===== src/rtl/kinematic_bicycle_step_top_assert.svh =====
// Assertion macros shared by the RTL. Each use expands to one labeled
// concurrent assertion that is sampled on the rising clock edge and
// switched off while reset is high.
`ifndef KINEMATIC_BICYCLE_STEP_TOP_ASSERT_SVH
`define KINEMATIC_BICYCLE_STEP_TOP_ASSERT_SVH

// The consequent must hold in the same cycle as the antecedent.
`define KBS_ASSERT_NOW(lbl, ante, cons, msg) \
   lbl: assert property (@(posedge clock) disable iff (reset) (ante) |-> (cons)) \
      else $error(msg);

// The consequent must hold in the cycle after the antecedent.
`define KBS_ASSERT_NEXT(lbl, ante, cons, msg) \
   lbl: assert property (@(posedge clock) disable iff (reset) (ante) |=> (cons)) \
      else $error(msg);

`endif


===== src/rtl/kbs_pkg.sv =====
package kbs_pkg;

   localparam int FRAC_BITS = 16;
   localparam int WSHIFT    = 30 - FRAC_BITS;

   localparam int Z_W     = 34;
   localparam int XY_W    = 33;
   localparam int DIV_NW  = 57;
   localparam int DIV_DW  = 32;
   localparam int PROD_W  = 68;
   localparam int MUL_A_W = 36;
   localparam int MUL_B_W = 32;

   localparam longint PI_Q30_L   = 64'sd3373259426;
   localparam longint PI_Q       = (PI_Q30_L + (64'sd1 <<< (WSHIFT - 1))) >>> WSHIFT;
   localparam longint TWO_PI_Q   = (2 * PI_Q30_L + (64'sd1 <<< (WSHIFT - 1))) >>> WSHIFT;
   localparam longint SKIP_LIMIT = ((64'sd1 <<< FRAC_BITS) + 9999) / 10000;
   localparam longint STEER_LIM  = 64'sd3 <<< (FRAC_BITS - 1);

   // The heading wrap estimates the period count by a reciprocal multiplication.
   localparam int     HEAD_RECIP_SH = 48;
   localparam longint HEAD_RECIP_L  = (64'sd1 <<< HEAD_RECIP_SH) / TWO_PI_Q;

   localparam logic signed [Z_W-1:0] PI_Q30      = 34'sd3373259426;
   localparam logic signed [Z_W-1:0] HALF_PI_Q30 = 34'sd1686629713;
   localparam logic signed [XY_W-1:0] GAIN_Q30   = 33'sd652032874;

   localparam logic signed [MUL_B_W-1:0] HEAD_RECIP = MUL_B_W'(HEAD_RECIP_L);
   localparam logic signed [MUL_B_W-1:0] TWO_PI_MUL = MUL_B_W'(TWO_PI_Q);

   localparam logic signed [18:0] HEADING_MAX = 19'(PI_Q);
   localparam logic signed [17:0] STEER_MAX   = 18'(STEER_LIM);

   localparam logic [1:0] CMD_STEP  = 2'd0;
   localparam logic [1:0] CMD_STOP  = 2'd1;
   localparam logic [1:0] CMD_RESET = 2'd2;

   localparam logic [0:0] REG_RADIUS = 1'd0;
   localparam logic [0:0] REG_BASE   = 1'd1;

   localparam logic [19:0] RADIUS_RESET = 20'd16384;
   localparam logic [19:0] BASE_RESET   = 20'd98304;

   typedef enum logic [4:0] {
      ST_IDLE,
      ST_STEER_TRIG,
      ST_STEER_WAIT,
      ST_TAN_DIV,
      ST_TAN_WAIT,
      ST_YAW_MUL,
      ST_YAW_DIV,
      ST_YAW_WAIT,
      ST_HEAD_TRIG,
      ST_HEAD_WAIT,
      ST_VX_MUL,
      ST_VXDT_MUL,
      ST_X_UPD,
      ST_VYDT_MUL,
      ST_Y_UPD,
      ST_ADT_MUL,
      ST_SPEED_UPD,
      ST_HEAD_RECIP,
      ST_HEAD_QMUL,
      ST_HEAD_WRAP,
      ST_STEER_MUL,
      ST_STEER_UPD,
      ST_WS_DIV,
      ST_WS_WAIT,
      ST_RESP
   } state_type;

   function automatic logic signed [Z_W-1:0] atan_q30(input logic [4:0] idx);
      logic signed [Z_W-1:0] r;
      case (idx)
         5'd0:  r = 34'sd843314857;
         5'd1:  r = 34'sd497837829;
         5'd2:  r = 34'sd263043837;
         5'd3:  r = 34'sd133525159;
         5'd4:  r = 34'sd67021687;
         5'd5:  r = 34'sd33543516;
         5'd6:  r = 34'sd16775851;
         5'd7:  r = 34'sd8388437;
         5'd8:  r = 34'sd4194283;
         5'd9:  r = 34'sd2097149;
         5'd10: r = 34'sd1048576;
         5'd11: r = 34'sd524288;
         5'd12: r = 34'sd262144;
         5'd13: r = 34'sd131072;
         5'd14: r = 34'sd65536;
         5'd15: r = 34'sd32768;
         5'd16: r = 34'sd16384;
         5'd17: r = 34'sd8192;
         5'd18: r = 34'sd4096;
         5'd19: r = 34'sd2048;
         5'd20: r = 34'sd1024;
         5'd21: r = 34'sd512;
         5'd22: r = 34'sd256;
         5'd23: r = 34'sd128;
         default: r = '0;
      endcase
      return r;
   endfunction

   function automatic logic signed [31:0] sat32(input logic signed [PROD_W-1:0] v);
      logic signed [31:0] r;
      if (v > 68'sd2147483647) begin
         r = 32'sh7fffffff;
      end else if (v < -68'sd2147483648) begin
         r = 32'sh80000000;
      end else begin
         r = v[31:0];
      end
      return r;
   endfunction

endpackage


===== src/rtl/kbs_div.sv =====
module kbs_div (
   input  logic                               clock,
   input  logic                               reset,
   input  logic                               start,
   input  logic signed [kbs_pkg::DIV_NW-1:0]  num,
   input  logic [kbs_pkg::DIV_DW-1:0]         den,
   output logic                               done,
   output logic signed [kbs_pkg::DIV_NW-1:0]  quo
);
   import kbs_pkg::*;

   localparam int MAG_W = DIV_NW - 1;
   localparam int CW    = $clog2(MAG_W);

   logic                 run_ff, run_in;
   logic                 done_ff, done_in;
   logic                 neg_ff, neg_in;
   logic [CW-1:0]        cnt_ff, cnt_in;
   logic [MAG_W-1:0]     mag_ff, mag_in;
   logic [DIV_DW-1:0]    rem_ff, rem_in;
   logic [DIV_DW-1:0]    den_ff, den_in;
   logic [DIV_DW:0]      rem_sh;
   logic [DIV_DW:0]      diff;
   logic                 ge;
   logic signed [DIV_NW-1:0] num_abs;

   assign num_abs = (num < 0) ? -num : num;
   assign rem_sh  = {rem_ff, mag_ff[MAG_W-1]};
   assign diff    = rem_sh - {1'b0, den_ff};
   assign ge      = rem_sh >= {1'b0, den_ff};

   always_comb begin
      run_in  = run_ff;
      done_in = 1'b0;
      neg_in  = neg_ff;
      cnt_in  = cnt_ff;
      mag_in  = mag_ff;
      rem_in  = rem_ff;
      den_in  = den_ff;
      if (start) begin
         run_in = 1'b1;
         neg_in = num < 0;
         cnt_in = '0;
         mag_in = num_abs[MAG_W-1:0];
         rem_in = '0;
         den_in = den;
      end else if (run_ff) begin
         mag_in = {mag_ff[MAG_W-2:0], ge};
         rem_in = ge ? diff[DIV_DW-1:0] : rem_sh[DIV_DW-1:0];
         cnt_in = cnt_ff + 1'b1;
         if (cnt_ff == CW'(MAG_W - 1)) begin
            run_in  = 1'b0;
            done_in = 1'b1;
         end
      end
   end

   always_ff @(posedge clock) begin
      if (reset) begin
         run_ff  <= 1'b0;
         done_ff <= 1'b0;
      end else begin
         run_ff  <= run_in;
         done_ff <= done_in;
      end
      neg_ff <= neg_in;
      cnt_ff <= cnt_in;
      mag_ff <= mag_in;
      rem_ff <= rem_in;
      den_ff <= den_in;
   end

   assign done = done_ff;
   assign quo  = neg_ff ? -$signed({1'b0, mag_ff}) : $signed({1'b0, mag_ff});
endmodule


===== config.mk =====
export PLATFORM = sky130hd
export DESIGN_NAME = kbs_div
export DESIGN_NICKNAME = d
export VERILOG_FILES = /design/src/rtl/kinematic_bicycle_step_top_assert.svh /design/src/rtl/kbs_pkg.sv /design/src/rtl/kbs_div.sv
export SDC_FILE = /design/constraint.sdc
export NUM_CORES = 1
export LEC_CHECK = 0
export BUFFER_PORTS_ARGS = -buffer_cell sky130_fd_sc_hd__clkbuf_2
export CAP_MARGIN = 10
export CORE_UTILIZATION = 40
export DETAILED_ROUTE_END_ITERATION = 8
export GPL_TIMING_DRIVEN = 0
export PLACE_DENSITY = 0.57
export SKIP_CTS_REPAIR_TIMING = 1
export SYNTH_ARGS = -nofsm -noshare
export SYNTH_HDL_FRONTEND = slang
export SYNTH_SLANG_ARGS = --single-unit

===== constraint.sdc =====
create_clock -name clock -period 8.6 [get_ports clock]
set_input_delay 1.29 -clock clock [delete_from_list [all_inputs] [get_ports clock]]
set_output_delay 1.29 -clock clock [all_outputs]
set_load 0.01 [all_outputs]

==> run metrics <==
post-synthesis xor/xnor area fraction=0.132; Max VDD drop=0.000105 V; ANT cells=0; Die Width=152 um; Tot Pwr=2.02 mW; met3 Use GR=0.0418; Core Area=22,000 um2; failing checks=design-rule violations; global-route wire length before repair=42,100 um; Switch Pwr=0.623 mW; starting density of the core=0.411; clock skew=6.86 ps; arrival time at the worst endpoint=4200 ps; synthesized area=9030 um2; vias in the first global route=7,621; Initial DRT Pass Iterations=7; # nets final=1,328; main area contributors after synthesis=edfxtp_1 (30%), dfxtp_1 (8.9%), xnor2_1 (7.0%), xor2_1 (6.2%), a21oi_1 (5.8%); Num CTS Buffers=17; status=finished, violations left; final setup violating endpoints=0; Filler cells=2,162; initial antenna violation count=0; Rel. slew slack=0.346; CTS tree=built; antenna viol nets, final=0; CTS Buffer Depth=2; IO Pins=150; GRT Residual Overflow=0; setup_tns=0 ps; max-cap violations=0; Max H-tree Level=4; Post-Synth Simple-Gate Area=0.179; switching share of power=0.308; DRT iter0 DRCs=633; HP Class=flip-flop to flip-flop; Achievable Freq=182 MHz; syn nets=1,159; GP Congestion=0.884; combinational share of power=0.244; async set-reset flop share out of synthesis=0; Tcrit/Tclk final=0.639; Pwr Density=188 nW/um2; worst slack, placed=3660 ps; Die Y=152 um; clk_lat worst skew=430 ps; CP required=7310 ps; Total Routed Length=26,400 um; final routed DRC violation total=7; worst slew pin tran=972 ps; clock power share=0.366; Clock Pin Slew Worst Setup and Hold Paths=60 ps; die area=23,200 um2; Post-Syn Instances=1,031; Layout area overhead=19.0%; final hold violations=0; num rows=54; CTS Root Cell=clkbuf_16; TritonCTS Sinks=129; Yosys top cell area share=0.296; CP Max Fanout=4; Int Pwr=1.40 mW; met2 Use GR=0.347; Min Hold Slack=488 ps; Distinct cells, synth=66; Syn Area/Cell=8.75 um2; kind of critical path=flip-flop to output port; post-layout min period=5490 ps; wire length per cell=17.7 um; Synth Flop Type=edfxtp_1; mux contribution to synthesized area=0.00998; Yosys reg bits=129; fin. max-slew vios=0; post-synth top area cell=edfxtp_1; GRT met1 Usage=0.346; kind of end point of the critical path=output port; Yosys warning total=0; sequential share of the synthesized area=0.385; largest net degree at the start of global routing=35; DP Wirelength=19,800 um; synthesized-area fraction occupied by adder cells=0.0507; part of the power in registers=0.390; busiest grt layer=met2; RSZ-0062 raised after global routing=no; LEAKAGE=4.26 nW; CP Launch Type=flip-flop; via count=8,273; Post-synth EDFFs=89; most common cell in the netlist=nor2_1; DR vias/cell=5.54; top cell types by occurrence after synthesis=nor2_1 (121), a21oi_1 (104), edfxtp_1 (89); share of cells above drive strength 1=0.169; input/output buffers=149; PnR worst setup slack=3110 ps; main combinational cell family by area after synthesis=compound AO/OA/AOI/OAI gates; gr usage total=0.234; Compound-Gate Fraction of Synth Area=0.204
-- stage by stage --
step | utilization | instance area [um2] | std cells
after global placement | 0.461 | 10100 | 1460
after detailed placement | 0.462 | 10100 | 1461
final | 0.489 | 10700 | 1493
after global routing | 0.489 | 10700 | 1493
after CTS | 0.489 | 10700 | 1493
after floorplan | - | 9030 | 1031
-- registers in the layout, indices dropped and copies added, names as in the netlist --
name,count
den_ff,32
neg_ff,1
done,1
cnt_ff,6
mag_ff,56
run_ff,1
rem_ff,32
-- logic make-up (layout without fill, tap and decap cells) --
group,after synthesis,in the layout
AND/OR/NAND/NOR,330,330
AO/OA/AOI/OAI,297,297
XOR/XNOR,136,136
flip-flops,129,129
buffers and inverters,94,276
adder cells (fa/ha/maj),36,36
multiplexers,9,9
-- path summary, 6_finish.rpt --
check / startpoint / endpoint / slack, ps / cells past startpoint
setup / recovery: mag_ff[9] / quo[47] / 3110 / 10
hold / removal: rem_ff[26] / rem_ff[26] / 490 / 2
setup reg to reg: mag_ff[55] / rem_ff[28] / 4680 / 12
hold reg to reg: rem_ff[26] / rem_ff[26] / 490 / 2
-- layer usage --
metal  routed length, um  part of all wire
met3                1810             0.069
met4                 355             0.013
met5                   0                 0
met1               12800              0.49
met2               11400              0.43
-- power by group through the flow --
stage               registers (mW)  logic (mW)  clock network [mW]
floorplan                    0.783       0.327                   0
global placement             0.800       0.487                   0
detailed placement           0.801       0.489                   0
CTS                          0.788       0.492               0.752
global route                 0.798       0.548               0.779
finish                       0.789       0.493               0.741
-- critical path: stages, from the launching register on --
cell and delay, ps:
edfxtp_1 450, or4_1 590, or3_1 400, or2_1 280, inv_2 90, nand3_1 150
nor4_1 660, nand3_1 300, o41ai_1 520, xnor2_1 170, clkbuf_2 150
-- cells in the final DEF, fill, tap and decap left out, types with 5 or more instances in the layout --
| cell type | n |
|---|---|
| clkbuf_16 | 17 |
| or3_1 | 19 |
| mux2i_1 | 9 |
| clkbuf_1 | 46 |
| or4_1 | 10 |
| clkbuf_2 | 149 |
| edfxtp_1 | 89 |
| xor2_1 | 64 |
| o31ai_1 | 31 |
| xnor2_1 | 72 |
| nand2b_1 | 10 |
| o21ai_0 | 68 |
| nor3_1 | 16 |
| nand3_1 | 15 |
| nand4_1 | 10 |
| a21oi_1 | 104 |
| clkinv_2 | 6 |
| inv_1 | 42 |
| a211oi_1 | 21 |
| a31oi_1 | 9 |
| nand2_1 | 77 |
| o41ai_1 | 13 |
| a22o_1 | 5 |
| ha_1 | 35 |
| nor4_1 | 12 |
| o21ai_1 | 6 |
| a21o_1 | 8 |
| nor2_1 | 121 |
| dfxtp_1 | 40 |
| and3_1 | 7 |
-- area by class of cell --
| class | count | area (um2) | share of cell area |
|---|---|---|---|
| timing repair buffer | 150 | 766 | 0.0713 |
| clock buffer | 20 | 457 | 0.0425 |
| sequential | 129 | 3470 | 0.323 |
| multi-input combinational | 808 | 5190 | 0.484 |
| inverter | 44 | 165 | 0.0154 |
| tap | 280 | 350 | 0.0326 |
| buffer | 50 | 194 | 0.0181 |
| clock inverter | 12 | 139 | 0.0129 |
Note: power is estimated with default switching activity, not from simulation.
