## src/rtl/kinematic_bicycle_step_top_assert.svh

```systemverilog
// Assertion macros shared by the RTL. Each use expands to one labeled
// concurrent assertion that is sampled on the rising clock edge and
// switched off while reset is high.
`ifndef KINEMATIC_BICYCLE_STEP_TOP_ASSERT_SVH
`define KINEMATIC_BICYCLE_STEP_TOP_ASSERT_SVH

// The consequent must hold in the same cycle as the antecedent.
`define KBS_ASSERT_NOW(lbl, ante, cons, msg) \
   lbl: assert property (@(posedge clock) disable iff (reset) (ante) |-> (cons)) \
      else $error(msg);

// The consequent must hold in the cycle after the antecedent.
`define KBS_ASSERT_NEXT(lbl, ante, cons, msg) \
   lbl: assert property (@(posedge clock) disable iff (reset) (ante) |=> (cons)) \
      else $error(msg);

`endif

```

## src/rtl/kbs_pkg.sv

```systemverilog
package kbs_pkg;

   localparam int FRAC_BITS = 16;
   localparam int WSHIFT    = 30 - FRAC_BITS;

   localparam int Z_W     = 34;
   localparam int XY_W    = 33;
   localparam int DIV_NW  = 57;
   localparam int DIV_DW  = 32;
   localparam int PROD_W  = 68;
   localparam int MUL_A_W = 36;
   localparam int MUL_B_W = 32;

   localparam longint PI_Q30_L   = 64'sd3373259426;
   localparam longint PI_Q       = (PI_Q30_L + (64'sd1 <<< (WSHIFT - 1))) >>> WSHIFT;
   localparam longint TWO_PI_Q   = (2 * PI_Q30_L + (64'sd1 <<< (WSHIFT - 1))) >>> WSHIFT;
   localparam longint SKIP_LIMIT = ((64'sd1 <<< FRAC_BITS) + 9999) / 10000;
   localparam longint STEER_LIM  = 64'sd3 <<< (FRAC_BITS - 1);

   // The heading wrap estimates the period count by a reciprocal multiplication.
   localparam int     HEAD_RECIP_SH = 48;
   localparam longint HEAD_RECIP_L  = (64'sd1 <<< HEAD_RECIP_SH) / TWO_PI_Q;

   localparam logic signed [Z_W-1:0] PI_Q30      = 34'sd3373259426;
   localparam logic signed [Z_W-1:0] HALF_PI_Q30 = 34'sd1686629713;
   localparam logic signed [XY_W-1:0] GAIN_Q30   = 33'sd652032874;

   localparam logic signed [MUL_B_W-1:0] HEAD_RECIP = MUL_B_W'(HEAD_RECIP_L);
   localparam logic signed [MUL_B_W-1:0] TWO_PI_MUL = MUL_B_W'(TWO_PI_Q);

   localparam logic signed [18:0] HEADING_MAX = 19'(PI_Q);
   localparam logic signed [17:0] STEER_MAX   = 18'(STEER_LIM);

   localparam logic [1:0] CMD_STEP  = 2'd0;
   localparam logic [1:0] CMD_STOP  = 2'd1;
   localparam logic [1:0] CMD_RESET = 2'd2;

   localparam logic [0:0] REG_RADIUS = 1'd0;
   localparam logic [0:0] REG_BASE   = 1'd1;

   localparam logic [19:0] RADIUS_RESET = 20'd16384;
   localparam logic [19:0] BASE_RESET   = 20'd98304;

   typedef enum logic [4:0] {
      ST_IDLE,
      ST_STEER_TRIG,
      ST_STEER_WAIT,
      ST_TAN_DIV,
      ST_TAN_WAIT,
      ST_YAW_MUL,
      ST_YAW_DIV,
      ST_YAW_WAIT,
      ST_HEAD_TRIG,
      ST_HEAD_WAIT,
      ST_VX_MUL,
      ST_VXDT_MUL,
      ST_X_UPD,
      ST_VYDT_MUL,
      ST_Y_UPD,
      ST_ADT_MUL,
      ST_SPEED_UPD,
      ST_HEAD_RECIP,
      ST_HEAD_QMUL,
      ST_HEAD_WRAP,
      ST_STEER_MUL,
      ST_STEER_UPD,
      ST_WS_DIV,
      ST_WS_WAIT,
      ST_RESP
   } state_type;

   function automatic logic signed [Z_W-1:0] atan_q30(input logic [4:0] idx);
      logic signed [Z_W-1:0] r;
      case (idx)
         5'd0:  r = 34'sd843314857;
         5'd1:  r = 34'sd497837829;
         5'd2:  r = 34'sd263043837;
         5'd3:  r = 34'sd133525159;
         5'd4:  r = 34'sd67021687;
         5'd5:  r = 34'sd33543516;
         5'd6:  r = 34'sd16775851;
         5'd7:  r = 34'sd8388437;
         5'd8:  r = 34'sd4194283;
         5'd9:  r = 34'sd2097149;
         5'd10: r = 34'sd1048576;
         5'd11: r = 34'sd524288;
         5'd12: r = 34'sd262144;
         5'd13: r = 34'sd131072;
         5'd14: r = 34'sd65536;
         5'd15: r = 34'sd32768;
         5'd16: r = 34'sd16384;
         5'd17: r = 34'sd8192;
         5'd18: r = 34'sd4096;
         5'd19: r = 34'sd2048;
         5'd20: r = 34'sd1024;
         5'd21: r = 34'sd512;
         5'd22: r = 34'sd256;
         5'd23: r = 34'sd128;
         default: r = '0;
      endcase
      return r;
   endfunction

   function automatic logic signed [31:0] sat32(input logic signed [PROD_W-1:0] v);
      logic signed [31:0] r;
      if (v > 68'sd2147483647) begin
         r = 32'sh7fffffff;
      end else if (v < -68'sd2147483648) begin
         r = 32'sh80000000;
      end else begin
         r = v[31:0];
      end
      return r;
   endfunction

endpackage

```

## src/rtl/kbs_cordic.sv

```systemverilog
module kbs_cordic #(
   parameter int ITERS = 16
) (
   input  logic                             clock,
   input  logic                             reset,
   input  logic                             start,
   input  logic signed [kbs_pkg::Z_W-1:0]   z_in,
   output logic                             done,
   output logic signed [kbs_pkg::XY_W-1:0]  cos_out,
   output logic signed [kbs_pkg::XY_W-1:0]  sin_out
);
   import kbs_pkg::*;

   localparam int CW = $clog2(ITERS);

   logic                   run_ff, run_in;
   logic                   done_ff, done_in;
   logic [CW-1:0]          cnt_ff, cnt_in;
   logic signed [XY_W-1:0] x_ff, x_in, y_ff, y_in;
   logic signed [Z_W-1:0]  z_ff, z_in_n;
   logic signed [XY_W-1:0] x_sh, y_sh;
   logic signed [Z_W-1:0]  ang;

   assign x_sh = x_ff >>> cnt_ff;
   assign y_sh = y_ff >>> cnt_ff;
   assign ang  = atan_q30(5'(cnt_ff));

   always_comb begin
      run_in  = run_ff;
      done_in = 1'b0;
      cnt_in  = cnt_ff;
      x_in    = x_ff;
      y_in    = y_ff;
      z_in_n  = z_ff;
      if (start) begin
         run_in = 1'b1;
         cnt_in = '0;
         x_in   = GAIN_Q30;
         y_in   = '0;
         z_in_n = z_in;
      end else if (run_ff) begin
         if (z_ff >= 0) begin
            x_in   = x_ff - y_sh;
            y_in   = y_ff + x_sh;
            z_in_n = z_ff - ang;
         end else begin
            x_in   = x_ff + y_sh;
            y_in   = y_ff - x_sh;
            z_in_n = z_ff + ang;
         end
         cnt_in = cnt_ff + 1'b1;
         if (cnt_ff == CW'(ITERS - 1)) begin
            run_in  = 1'b0;
            done_in = 1'b1;
         end
      end
   end

   always_ff @(posedge clock) begin
      if (reset) begin
         run_ff  <= 1'b0;
         done_ff <= 1'b0;
      end else begin
         run_ff  <= run_in;
         done_ff <= done_in;
      end
      cnt_ff <= cnt_in;
      x_ff   <= x_in;
      y_ff   <= y_in;
      z_ff   <= z_in_n;
   end

   assign done    = done_ff;
   assign cos_out = x_ff;
   assign sin_out = y_ff;
endmodule

```

## config.mk

```make
export PLATFORM = sky130hd
export DESIGN_NAME = kbs_cordic
export DESIGN_NICKNAME = d
export VERILOG_FILES = /design/src/rtl/kinematic_bicycle_step_top_assert.svh /design/src/rtl/kbs_pkg.sv /design/src/rtl/kbs_cordic.sv
export SDC_FILE = /design/constraint.sdc
export NUM_CORES = 1
export LEC_CHECK = 0
export BUFFER_PORTS_ARGS = -buffer_cell sky130_fd_sc_hd__buf_4
export CORE_UTILIZATION = 45
export DETAILED_ROUTE_END_ITERATION = 7
export PLACE_DENSITY_LB_ADDON = 0.15
export SYNTH_ARGS = -nofsm -noshare
export SYNTH_HDL_FRONTEND = slang
export SYNTH_SLANG_ARGS = --single-unit
export TNS_END_PERCENT = 1
```

## constraint.sdc

```tcl
create_clock -name clock -period 6.3 [get_ports clock]
set_input_delay 1.26 -clock clock [delete_from_list [all_inputs] [get_ports clock]]
set_output_delay 1.26 -clock clock [all_outputs]
set_load 0.1 [all_outputs]
```

==> impl_results.md, run 1 <==
- Flops & latches, synth: 134
- DRC viols: 0
- Final core occ: 50.88%
- Register area: 3037 µm²
- First DRT Iteration DRCs: 1025
- Final ANT Viol Nets: 0
- CP startpoint kind: register
- Share of layout cells above drive strength 1: 14.77%
- Global-route wire length before repair: ~73000 µm
- Outcome: complete, no violations
- Vias per cell: 6.033
- Antenna violations before repair: 0
- Initial Utilization: 45.96%
- Post-synth EDFFs: 34
- GR peak layer: met2
- Main synth FF type: dfxtp_1
- Vias in the first global route: approximately 14000
- Deepest clock path buffer count: 2
- Max incr delay on CP: 0.59 ns
- N_diodes: 0
- CTS tree: yes
- Gr usage total: roughly a quarter
- Synth warn: 0
- Kind of cell adding the most delay to the critical path: compound AO/OA/AOI/OAI gates
- CTS clk-pin slew, worst paths: 0.07 ns
- DP Worst Slack: 0.5058 ns
- Main area contributors after synthesis: dfxtp_1 13%, ha_1 8.8%, mux4_2 7.6%
- Nets: 2120
- Sequential cell area fraction in the yosys report: around a fifth
- Yosys cell types: 88
- Setup ws final: 0.4877 ns
- Worst slew pin tran: 0.9477 ns
- Slowest-stage cell, CP: a222oi_1
- Buf/Inv on CP: 0
- Met1 Track Usage GR: 31.37%
- Post-Syn Area: around 15000 µm²
- DR pass1 iterations: 5
- Post-Synthesis Cells: 1916
- Core box area: approximately 34000 µm²
- Cell taking the most area after synthesis: dfxtp_1
- Syn avg cell area: just over 8 µm²
- Tmin final: 5.812 ns
- Final worst-path cycle share: 92.26%
- DP Wirelength: 34900 µm
- Yosys top cell area share: 12.96%
- H-tree Lvls: 4
- Clk_skew: 0.01006 ns
- Cell Rows: 67
- Max-slew headroom: 36.82%
- Drt wl/cell: 19.02 µm
- F_max: between 150 and 200 MHz
- Endpoints failing setup: 0
- Unrepaired setup endpoints after global routing: no
- Largest net degree at the start of global routing: 88
- Post-CTS Setup Bufs: 0
- Synth-to-layout area growth: 10.71%
- Hold Path Class: register to register
- Pins Over Slew Limit: 0
- I/O Buffers: 103
- TritonCTS buffer count: 17
- Async set-reset flop share out of synthesis: 0%
- Die X-Extent: between 150 and 200 µm
- CP Capture Type: register
- CTS root buf: clkbuf_16
- Placer Congestion: 0.9318
- Via count: ~15000
- Final wirelength: 46260 µm
- GR Overflow Total: 0
- Number of fill cells: around 3300
- CP required: 6.60 ns
- Met3 GRT Util: 4.053%
- Critical path class: register to register
- CP cell instances: mux4_2 > a222oi_1 > a21o_1 > ha_1 > or4bb_1 > o31ai_2 > nand2_1 > or3_1 > nand2_1 > xnor2_1 > ha_1 > a21o_1 > a21oi_1 > o21a_1 > o21ai_0 > a21o_1 > a31o_2 > a31oi_2 > nor3_1 > nand3b_1 > o2111ai_1 > o311ai_0
- Syn nets: 2065
- Chip height: 187.3 µm
- Skew-Pair Late Insertion Delay: 0.45 ns
- I/O Pins: 104
- Worst Path Arrival: 6.11 ns
- Multi-input gate area: 11690 µm²
- Die area: 35080 µm²
- Max FO, Critical Path: 5
- Critical Path Most Common Cell: a21o_1
- TritonCTS Sinks: between 100 and 150
- Met2 usage: 46.31%
- Total negative slack: 0 ns
- Max-cap check violation count: 0
- Hold Vio Cnt, Final: 0
-- registers in the layout, summed over array words and instances, names as in the netlist --
register / count
run_ff: 1
cos_out: 33
done: 1
sin_out: 33
ang: 28
cnt_ff: 4
z_ff: 34
-- layout by cell type (no fill, tap or decap), drive strengths merged, types with 14 or more instances in the layout --
cell type,n
dfxtp,100
buf,134
mux4,62
ha,109
o31ai,27
nor3,39
nand2,231
o21ai,174
nand3,44
edfxtp,34
mux2i,61
inv,67
xor2,72
or3,19
a21o,44
nor2,166
mux2,26
xnor2,92
nor2b,17
clkbuf,19
a21oi,151
and2,14
a211oi,15
or2,22
o21a,19
nand2b,37
o21bai,17
a31oi,20
-- final cells by class --
type / instances / area share, %
Timing Repair Buffer: 134 / 6.027
Sequential cell: 134 / 17.75
Tap cell: 448 / 3.277
Multi-Input combinational cell: 1624 / 68.33
Inverter: 60 / 1.317
Clock buffer: 19 / 2.655
Clock inverter: 13 / 0.6364
-- through the flow --
stage          area (µm²)  hold WS (ns)  instances
2_1_floorplan       15450        0.6641       1916
3_3_place_gp        16530        0.5281       2400
3_5_place_dp        16530        0.5434       2400
4_1_cts             17100        0.5529       2432
5_1_grt             17110        0.5727       2432
6_report            17110        0.5522       2432
-- layer usage --
metal | wire [µm] | part of all wire [%]
met1 | 19190 | 41
met2 | 22820 | 49
met3 | 2493 | 5.4
met4 | 1761 | 3.8
met5 | 0 | 0
-- logic make-up (layout without fill, tap and decap cells) --
logic type               after synthesis  after routing  synth area share [%]
AO/OA/AOI/OAI                        562            562                 22.81
XOR/XNOR                             164            164                 9.297
adder cells (fa/ha/maj)              112            112                 9.216
buffers and inverters                158            226                 4.827
flip-flops                           134            134                 19.57
multiplexers                         149            149                 15.13
AND/OR/NAND/NOR                      637            637                 19.15
-- tightest hold or removal path: stages (launching register included) --
cell	delay (ns)
dfxtp_1	0.36
nor2_1	0.10
a211oi_1	0.05
-- worst paths after layout --
| kind | from | endpoint | cells past startpoint | slack [ns] |
|---|---|---|---|---|
| max | cnt_ff[1] | sin_out[31] | 22 | 0.49 |
| min | cos_out[0] | cos_out[0] | 2 | 0.55 |
| max reg2reg | cnt_ff[1] | sin_out[31] | 22 | 0.49 |
| min reg2reg | cos_out[0] | cos_out[0] | 2 | 0.55 |
-- synthesized netlist by cell type (25+ instances only) --
cell type and count:
mux2i_1 61, xnor2_1 92, nand3_1 42, edfxtp_1 34
nor2_1 166, o21ai_0 170, nor3_1 39, clkbuf_1 52
o31ai_1 25, nand2_1 231, mux4_2 52, a21o_1 44
nand2b_1 37, inv_1 57, xor2_1 72, dfxtp_1 100
mux2_2 26, a21oi_1 148, ha_1 109
-- timing repair --
item / CTS / global route
hold buffers: 0 / 0
setup endpoints to repair: 0 / 2
resized for setup: 0 / 2
Power of run 1 is left out: the tool's default activity adds up to more than one toggle a clock period on the data nets, which glitch-free logic cannot reach.
==> run 2: changes to the inputs <==
--- a/config.mk
+++ b/config.mk
@@ -8,7 +8,7 @@
 export BUFFER_PORTS_ARGS = -buffer_cell sky130_fd_sc_hd__buf_4
 export CORE_UTILIZATION = 45
 export DETAILED_ROUTE_END_ITERATION = 7
-export PLACE_DENSITY_LB_ADDON = 0.15
+export PLACE_DENSITY_LB_ADDON = 0.25
 export SYNTH_ARGS = -nofsm -noshare
 export SYNTH_HDL_FRONTEND = slang
 export SYNTH_SLANG_ARGS = --single-unit
==> run 2 against run 1 <==
Critical path depth rose by 1. Hold slack got worse by 0.023 ns. Flip-flop and latch count unchanged. Cell count increased by 0.29%. Sequential share of layout area down 0.059 points. Fmax rose by 0.35%. Final area is 0.34% higher. Die area unchanged. Worst setup slack improved by 0.020 ns. Count of clock-buffer cells in the layout increased by 1. Non-clock buffer count is 7 higher. Clock skew down 0.00067 ns. Critical endpoint is now sin_out[32]. Highest routed layer unchanged.
==> impl_results.md, run 2 (same netlist as run 1, synthesis figures left out) <==
- Drt wl/cell: 19.31 µm (+1.5%)
- Critical path class: register to register
- I/O Pins: 104 (unchanged)
- Pins Over Slew Limit: 0 (unchanged)
- Synth-to-layout area growth: 11.09%
- Deepest clock path buffer count: 2 (unchanged)
- Setup ws final: 0.5080 ns (+0.02030 ns)
- Nets: 2127 (+0.33%)
- Final wirelength: 47090 µm (+1.8%)
- Largest net degree at the start of global routing: 79 (-10%)
- Skew-Pair Late Insertion Delay: 0.46 ns (about the same)
- CP Capture Type: register
- Vias per cell: 6.005 (-0.47%)
- Max-cap check violation count: 0 (unchanged)
- Worst R2R Path Depth: 23 (+4.5%)
- CTS clk-pin slew, worst paths: 0.07 ns (about the same)
- F_max: 172.7 MHz (+0.35%)
- Hold_sp: cos_out[0]
- DP Worst Slack: 0.4765 ns (-0.02928 ns)
- Clk_skew: 0.009391 ns (-0.0006722 ns)
- Hold path depth: 2 (unchanged)
- H-tree Lvls: 4 (unchanged)
- Hold Path Class: register to register
- Gr usage total: 26.72% (+0.54 points)
- Placer Congestion: 0.9971 (+7.0%)
- Commonest non-fill, non-tap cell in the layout: nand2_1
- Vias in the first global route: 14145 (+2.0%)
- Final worst-path cycle share: 91.94% (-0.32 points)
- Multi-input gate area: 11680 µm² (about the same)
- Via count: 14646 (-0.18%)
- Register area: 3037 µm² (unchanged)
- Max-slew headroom: 37.34% (+0.52 points)
- Unrepaired setup endpoints after global routing: no
- DP Wirelength: 35780 µm (+2.5%)
- Final ANT Viol Nets: 0 (unchanged)
- Hold Vio Cnt, Final: 0 (unchanged)
- Worst slew pin tran: 0.9399 ns (-0.007770 ns)
- Total negative slack: 0 ns (unchanged)
- TritonCTS Sinks: 134 (unchanged)
- I/O Buffers: 103 (unchanged)
- CP required: 6.61 ns (about the same)
- Tmin final: 5.792 ns (-0.02030 ns)
- DRC viols: 0 (unchanged)
- Number of fill cells: 3261 (-0.79%)
- CP startpoint kind: register
- Final Cell Area: 17160 µm² (+0.34%)
- First DRT Iteration DRCs: 1013 (-1.2%)
- Die area: 35080 µm² (unchanged)
- DR pass1 iterations: 5 (unchanged)
- TritonCTS buffer count: 17 (unchanged)
- Chip height: 187.3 µm (unchanged)
- Antenna violations before repair: 0 (unchanged)
- Die X-Extent: 187.3 µm (unchanged)
- N_diodes: 0 (unchanged)
- Worst r2r src: cnt_ff[0]
- Worst Path Arrival: 6.11 ns (about the same)
- Initial Utilization: 45.96% (unchanged)
- Max FO, Critical Path: 33 (+28)
- Outcome: complete, no violations
- Share of layout cells above drive strength 1: 15.02% (+0.25 points)
- Worst setup path startpoint: cnt_ff[0]
- Core box area: 33620 µm² (unchanged)
- CTS tree: yes
- Largest register FFs: 34 (unchanged)
- DP Area: 16570 µm² (+0.20%)
- GR Overflow Total: 0 (unchanged)
- CTS root buf: clkbuf_16
- Global-route wire length before repair: 74750 µm (+2.0%)
- Endpoints failing setup: 0 (unchanged)
- Most frequent cells in the layout: 231 x nand2_1, 170 x o21ai_0, 166 x nor2_1
- Cell Rows: 67 (unchanged)
- Largest register by flop count: z_ff
run 2: layer usage:
metal	GRT usage, %	vias up	part of all wire, %
met5	0	-	0
met4	11.70	0	3.9
met3	3.959	100	5.7
met2	46.30	465	49
met1	32.76	6932	41
li1	-	7149	-
run 2: path summary, 6_finish.rpt:
path	endpoint	slack [ns]
setup / recovery	sin_out[32]	0.51
hold / removal	cos_out[0]	0.53
setup reg to reg	sin_out[32]	0.51
hold reg to reg	cos_out[0]	0.53
run 2: worst max-delay path, cell delays in order, from the launching register on:
cell and delay, ns:
dfxtp_4 0.65, mux4_2 0.57, nand2_1 0.07, and3_1 0.20, a21o_1 0.13, ha_1 0.18
or4bb_1 0.42, o31ai_2 0.18, nand2_1 0.24, or3_1 0.43, o21ai_0 0.22, xnor2_1 0.11
ha_1 0.23, a21o_1 0.17, a21o_1 0.18, a31oi_1 0.24, nand2_1 0.08, o211a_1 0.24
o31a_1 0.31, a221oi_1 0.34, xnor2_1 0.17, nor2_1 0.07, xnor2_1 0.13, nor2_1 0.05
run 2: per-stage QoR:
step | std cells | hold slack, ns | utilization [%]
2_1_floorplan | 1916 | 0.6641 | -
5_1_grt | 2439 | 0.5730 | 51.06
3_3_place_gp | 2406 | 0.5104 | 49.28
6_report | 2439 | 0.5296 | 51.06
4_1_cts | 2438 | 0.5271 | 51.01
3_5_place_dp | 2406 | 0.5187 | 49.28
run 2: layout make-up:
type	instances	share of cell area [%]
timing repair buffer	141	6.284
multi-input combinational	1624	68.06
sequential	134	17.69
inverter	60	1.312
clock inverter	12	0.6561
tap	448	3.266
clock buffer	20	2.727
run 2: timing repair:
action / CTS / global route
gates resized for setup: 0 / 0
endpoints found under the hold margin: 0 / 0
setup endpoints to repair: 0 / 1
hold buffers: 0 / 0
setup buffers: 0 / 1
Power of run 2 is left out for the same reason.
==> run 3: changes to the inputs <==
--- a/config.mk
+++ b/config.mk
@@ -7,6 +7,7 @@
 export LEC_CHECK = 0
 export BUFFER_PORTS_ARGS = -buffer_cell sky130_fd_sc_hd__buf_4
 export CORE_UTILIZATION = 45
+export CTS_BUF_LIST = sky130_fd_sc_hd__clkbuf_2 sky130_fd_sc_hd__clkbuf_4 sky130_fd_sc_hd__clkbuf_8
 export DETAILED_ROUTE_END_ITERATION = 7
 export PLACE_DENSITY_LB_ADDON = 0.25
 export SYNTH_ARGS = -nofsm -noshare
==> run 3 against run 2 <==
Critical path depth unchanged. Worst setup slack got worse by 0.025 ns. Utilization decreased by 0.54 points. Die area unchanged. Sequential share of layout area increased by 0.19 points. Flip-flop and latch count unchanged. Largest cell class unchanged. Non-clock buffer count unchanged. Clock skew increased by 0.0052 ns. Via count increased by 0.29%. Fmax decreased by 0.43%. Final area decreased by 1.1%.
==> impl_results.md, run 3 (same netlist as run 1, synthesis figures left out) <==
- Outcome: complete, no violations
- Max incr delay on CP: 0.67 ns (+0.02 ns)
- Worst slew pin tran: 0.9391 ns (-0.0007816 ns)
- Vias per cell: 6.022 (+0.29%)
- CTS clk-pin slew, worst paths: 0.09 ns (+0.02 ns)
- Hold Path Class: register to register
- Worst Path Arrival: 6.19 ns (+0.08 ns)
- GR Overflow Total: 0 (unchanged)
- CTS tree: yes
- Largest net degree at the start of global routing: 79 (unchanged)
- Antenna violations before repair: 0 (unchanged)
- CP required: 6.67 ns (+0.06 ns)
- Max-cap check violation count: 0 (unchanged)
- Total negative slack: 0 ns (unchanged)
- DRC viols: 0 (unchanged)
- N_diodes: 0 (unchanged)
- H-tree Lvls: 4 (unchanged)
- DP Wirelength: 35780 µm (unchanged)
- Tmin final: 5.817 ns (+0.02494 ns)
- Critical path class: register to register
- Gr usage total: 26.60% (-0.12 points)
- Nets: 2127 (unchanged)
- CP Capture Type: register
- Unrepaired setup endpoints after global routing: no
- Max FO, Critical Path: 33 (unchanged)
- Skew-Pair Late Insertion Delay: 0.51 ns (+0.05 ns)
- Placer Congestion: 0.9971 (unchanged)
- CP startpoint kind: register
- Hold path depth: 2 (unchanged)
- Commonest non-fill, non-tap cell in the layout: nand2_1
- Largest register FFs: 34 (unchanged)
- Clk_skew: 0.01456 ns (+0.005168 ns)
- F_max: 171.9 MHz (-0.43%)
- Global-route wire length before repair: 74420 µm (-0.43%)
- Most frequent cells in the layout: 231 x nand2_1, 170 x o21ai_0, 166 x nor2_1
- First DRT Iteration DRCs: 1105 (+9.1%)
- I/O Buffers: 103 (unchanged)
- Multi-input gate area: 11680 µm² (unchanged)
- TritonCTS buffer count: 17 (unchanged)
- Cell Rows: 67 (unchanged)
- Core box area: 33620 µm² (unchanged)
- Final worst-path cycle share: 92.33% (+0.40 points)
- I/O Pins: 104 (unchanged)
- Via count: 14688 (+0.29%)
- TritonCTS Sinks: 134 (unchanged)
- WL met3: 2507 µm (-6.9%)
- Final wirelength: 46910 µm (-0.39%)
- Slowest-stage cell, CP: dfxtp_4
- Met2 routed WL: 22850 µm (-0.83%)
- Largest register by flop count: z_ff
- Share of layout cells above drive strength 1: 15.07% (+0.050 points)
- Worst R2R Path Depth: 23 (unchanged)
- Register area: 3037 µm² (unchanged)
- Initial Utilization: 45.96% (unchanged)
- Synth-to-layout area growth: 9.904%
- Endpoints failing setup: 0 (unchanged)
- Die X-Extent: 187.3 µm (unchanged)
- Vias in the first global route: 14150 (+0.035%)
- Hold_buf cts: 0 (unchanged)
- CP cell instances: mux4_2 > nand2_1 > and3_1 > a21o_1 > ha_1 > or4bb_1 > o31ai_2 > nand2_1 > or3_1 > o21ai_0 > xnor2_1 > ha_1 > a21o_1 > a21o_1 > a31oi_1 > nand2_1 > o211a_1 > o31a_1 > a221oi_1 > xnor2_1 > nor2_1 > xnor2_1 > nor2_1
- CTS root buf: clkbuf_8
- Chip height: 187.3 µm (unchanged)
- Post-CTS sizing: 0 (unchanged)
- Pins Over Slew Limit: 0 (unchanged)
- Deepest clock path buffer count: 2 (unchanged)
- Hold Slack: 0.5313 ns (+0.001794 ns)
- Die area: 35080 µm² (unchanged)
- Max-slew headroom: 37.39% (+0.052 points)
- Drt wl/cell: 19.23 µm (-0.39%)
- Number of fill cells: 3266 (+0.15%)
- Final ANT Viol Nets: 0 (unchanged)
- Met1 WL: 19560 µm (+0.23%)
- Hold Vio Cnt, Final: 0 (unchanged)
- Top sig layer: met4
- DR pass1 iterations: 5 (unchanged)
run 3: cell count changes in the layout (fill, tap and decap cells not counted):
| cell | change |
|---|---|
| bufinv_16 | +1 |
| clkbuf_16 | -18 |
| clkbuf_8 | +17 |
| clkbuf_1 | -1 |
| clkbuf_4 | +1 |
run 3: final timing paths:
check	from	slack, ns	end
setup reg to reg	cnt_ff[0]	0.48	sin_out[32]
hold reg to reg	cos_out[0]	0.53	cos_out[0]
setup / recovery	cnt_ff[0]	0.48	sin_out[32]
hold / removal	cos_out[0]	0.53	cos_out[0]
run 3: per-layer routing:
layer	vias up	track usage, %
li1	7152	-
met1	6945	32.50
met4	0	12.52
met3	111	3.734
met2	480	46.00
met5	-	0
run 3: worst max-delay path: cells and delay by family, from the launching register on:
kind / cells / cell delay (ns)
muxes: 1 / 0.57
and+or+nand+nor: 8 / 1.58
AOI/OAI and AO/OA: 9 / 2.01
DFF: 1 / 0.67
adders and majority gates: 2 / 0.41
xor gates and xnor gates: 3 / 0.41
run 3: layout make-up:
| type | instances | area share, % |
|---|---|---|
| Clock buffer | 19 | 1.503 |
| Clock inverter | 13 | 0.8400 |
| Inverter | 60 | 1.326 |
| Multi-Input combinational cell | 1624 | 68.79 |
| Sequential cell | 134 | 17.88 |
| Tap cell | 448 | 3.301 |
| Timing Repair Buffer | 141 | 6.352 |
run 3: what timing repair did:
action / 4_1_cts / 5_1_grt
endpoints found under the setup margin: 0 / 2
setup buffers: 0 / 1
endpoints found under the hold margin: 0 / 0
run 3: metrics by stage:
stage	area [µm²]	utilization [%]	cells	setup WS, ns
finish	16980	50.51	2439	0.4830
global route	16980	50.51	2439	0.06856
CTS	16970	50.47	2438	0.4220
detailed placement	16570	49.28	2406	0.4765
global placement	16570	49.28	2406	0.6330
floorplan	15450	-	1916	0.5965
Power of run 3 is left out for the same reason.
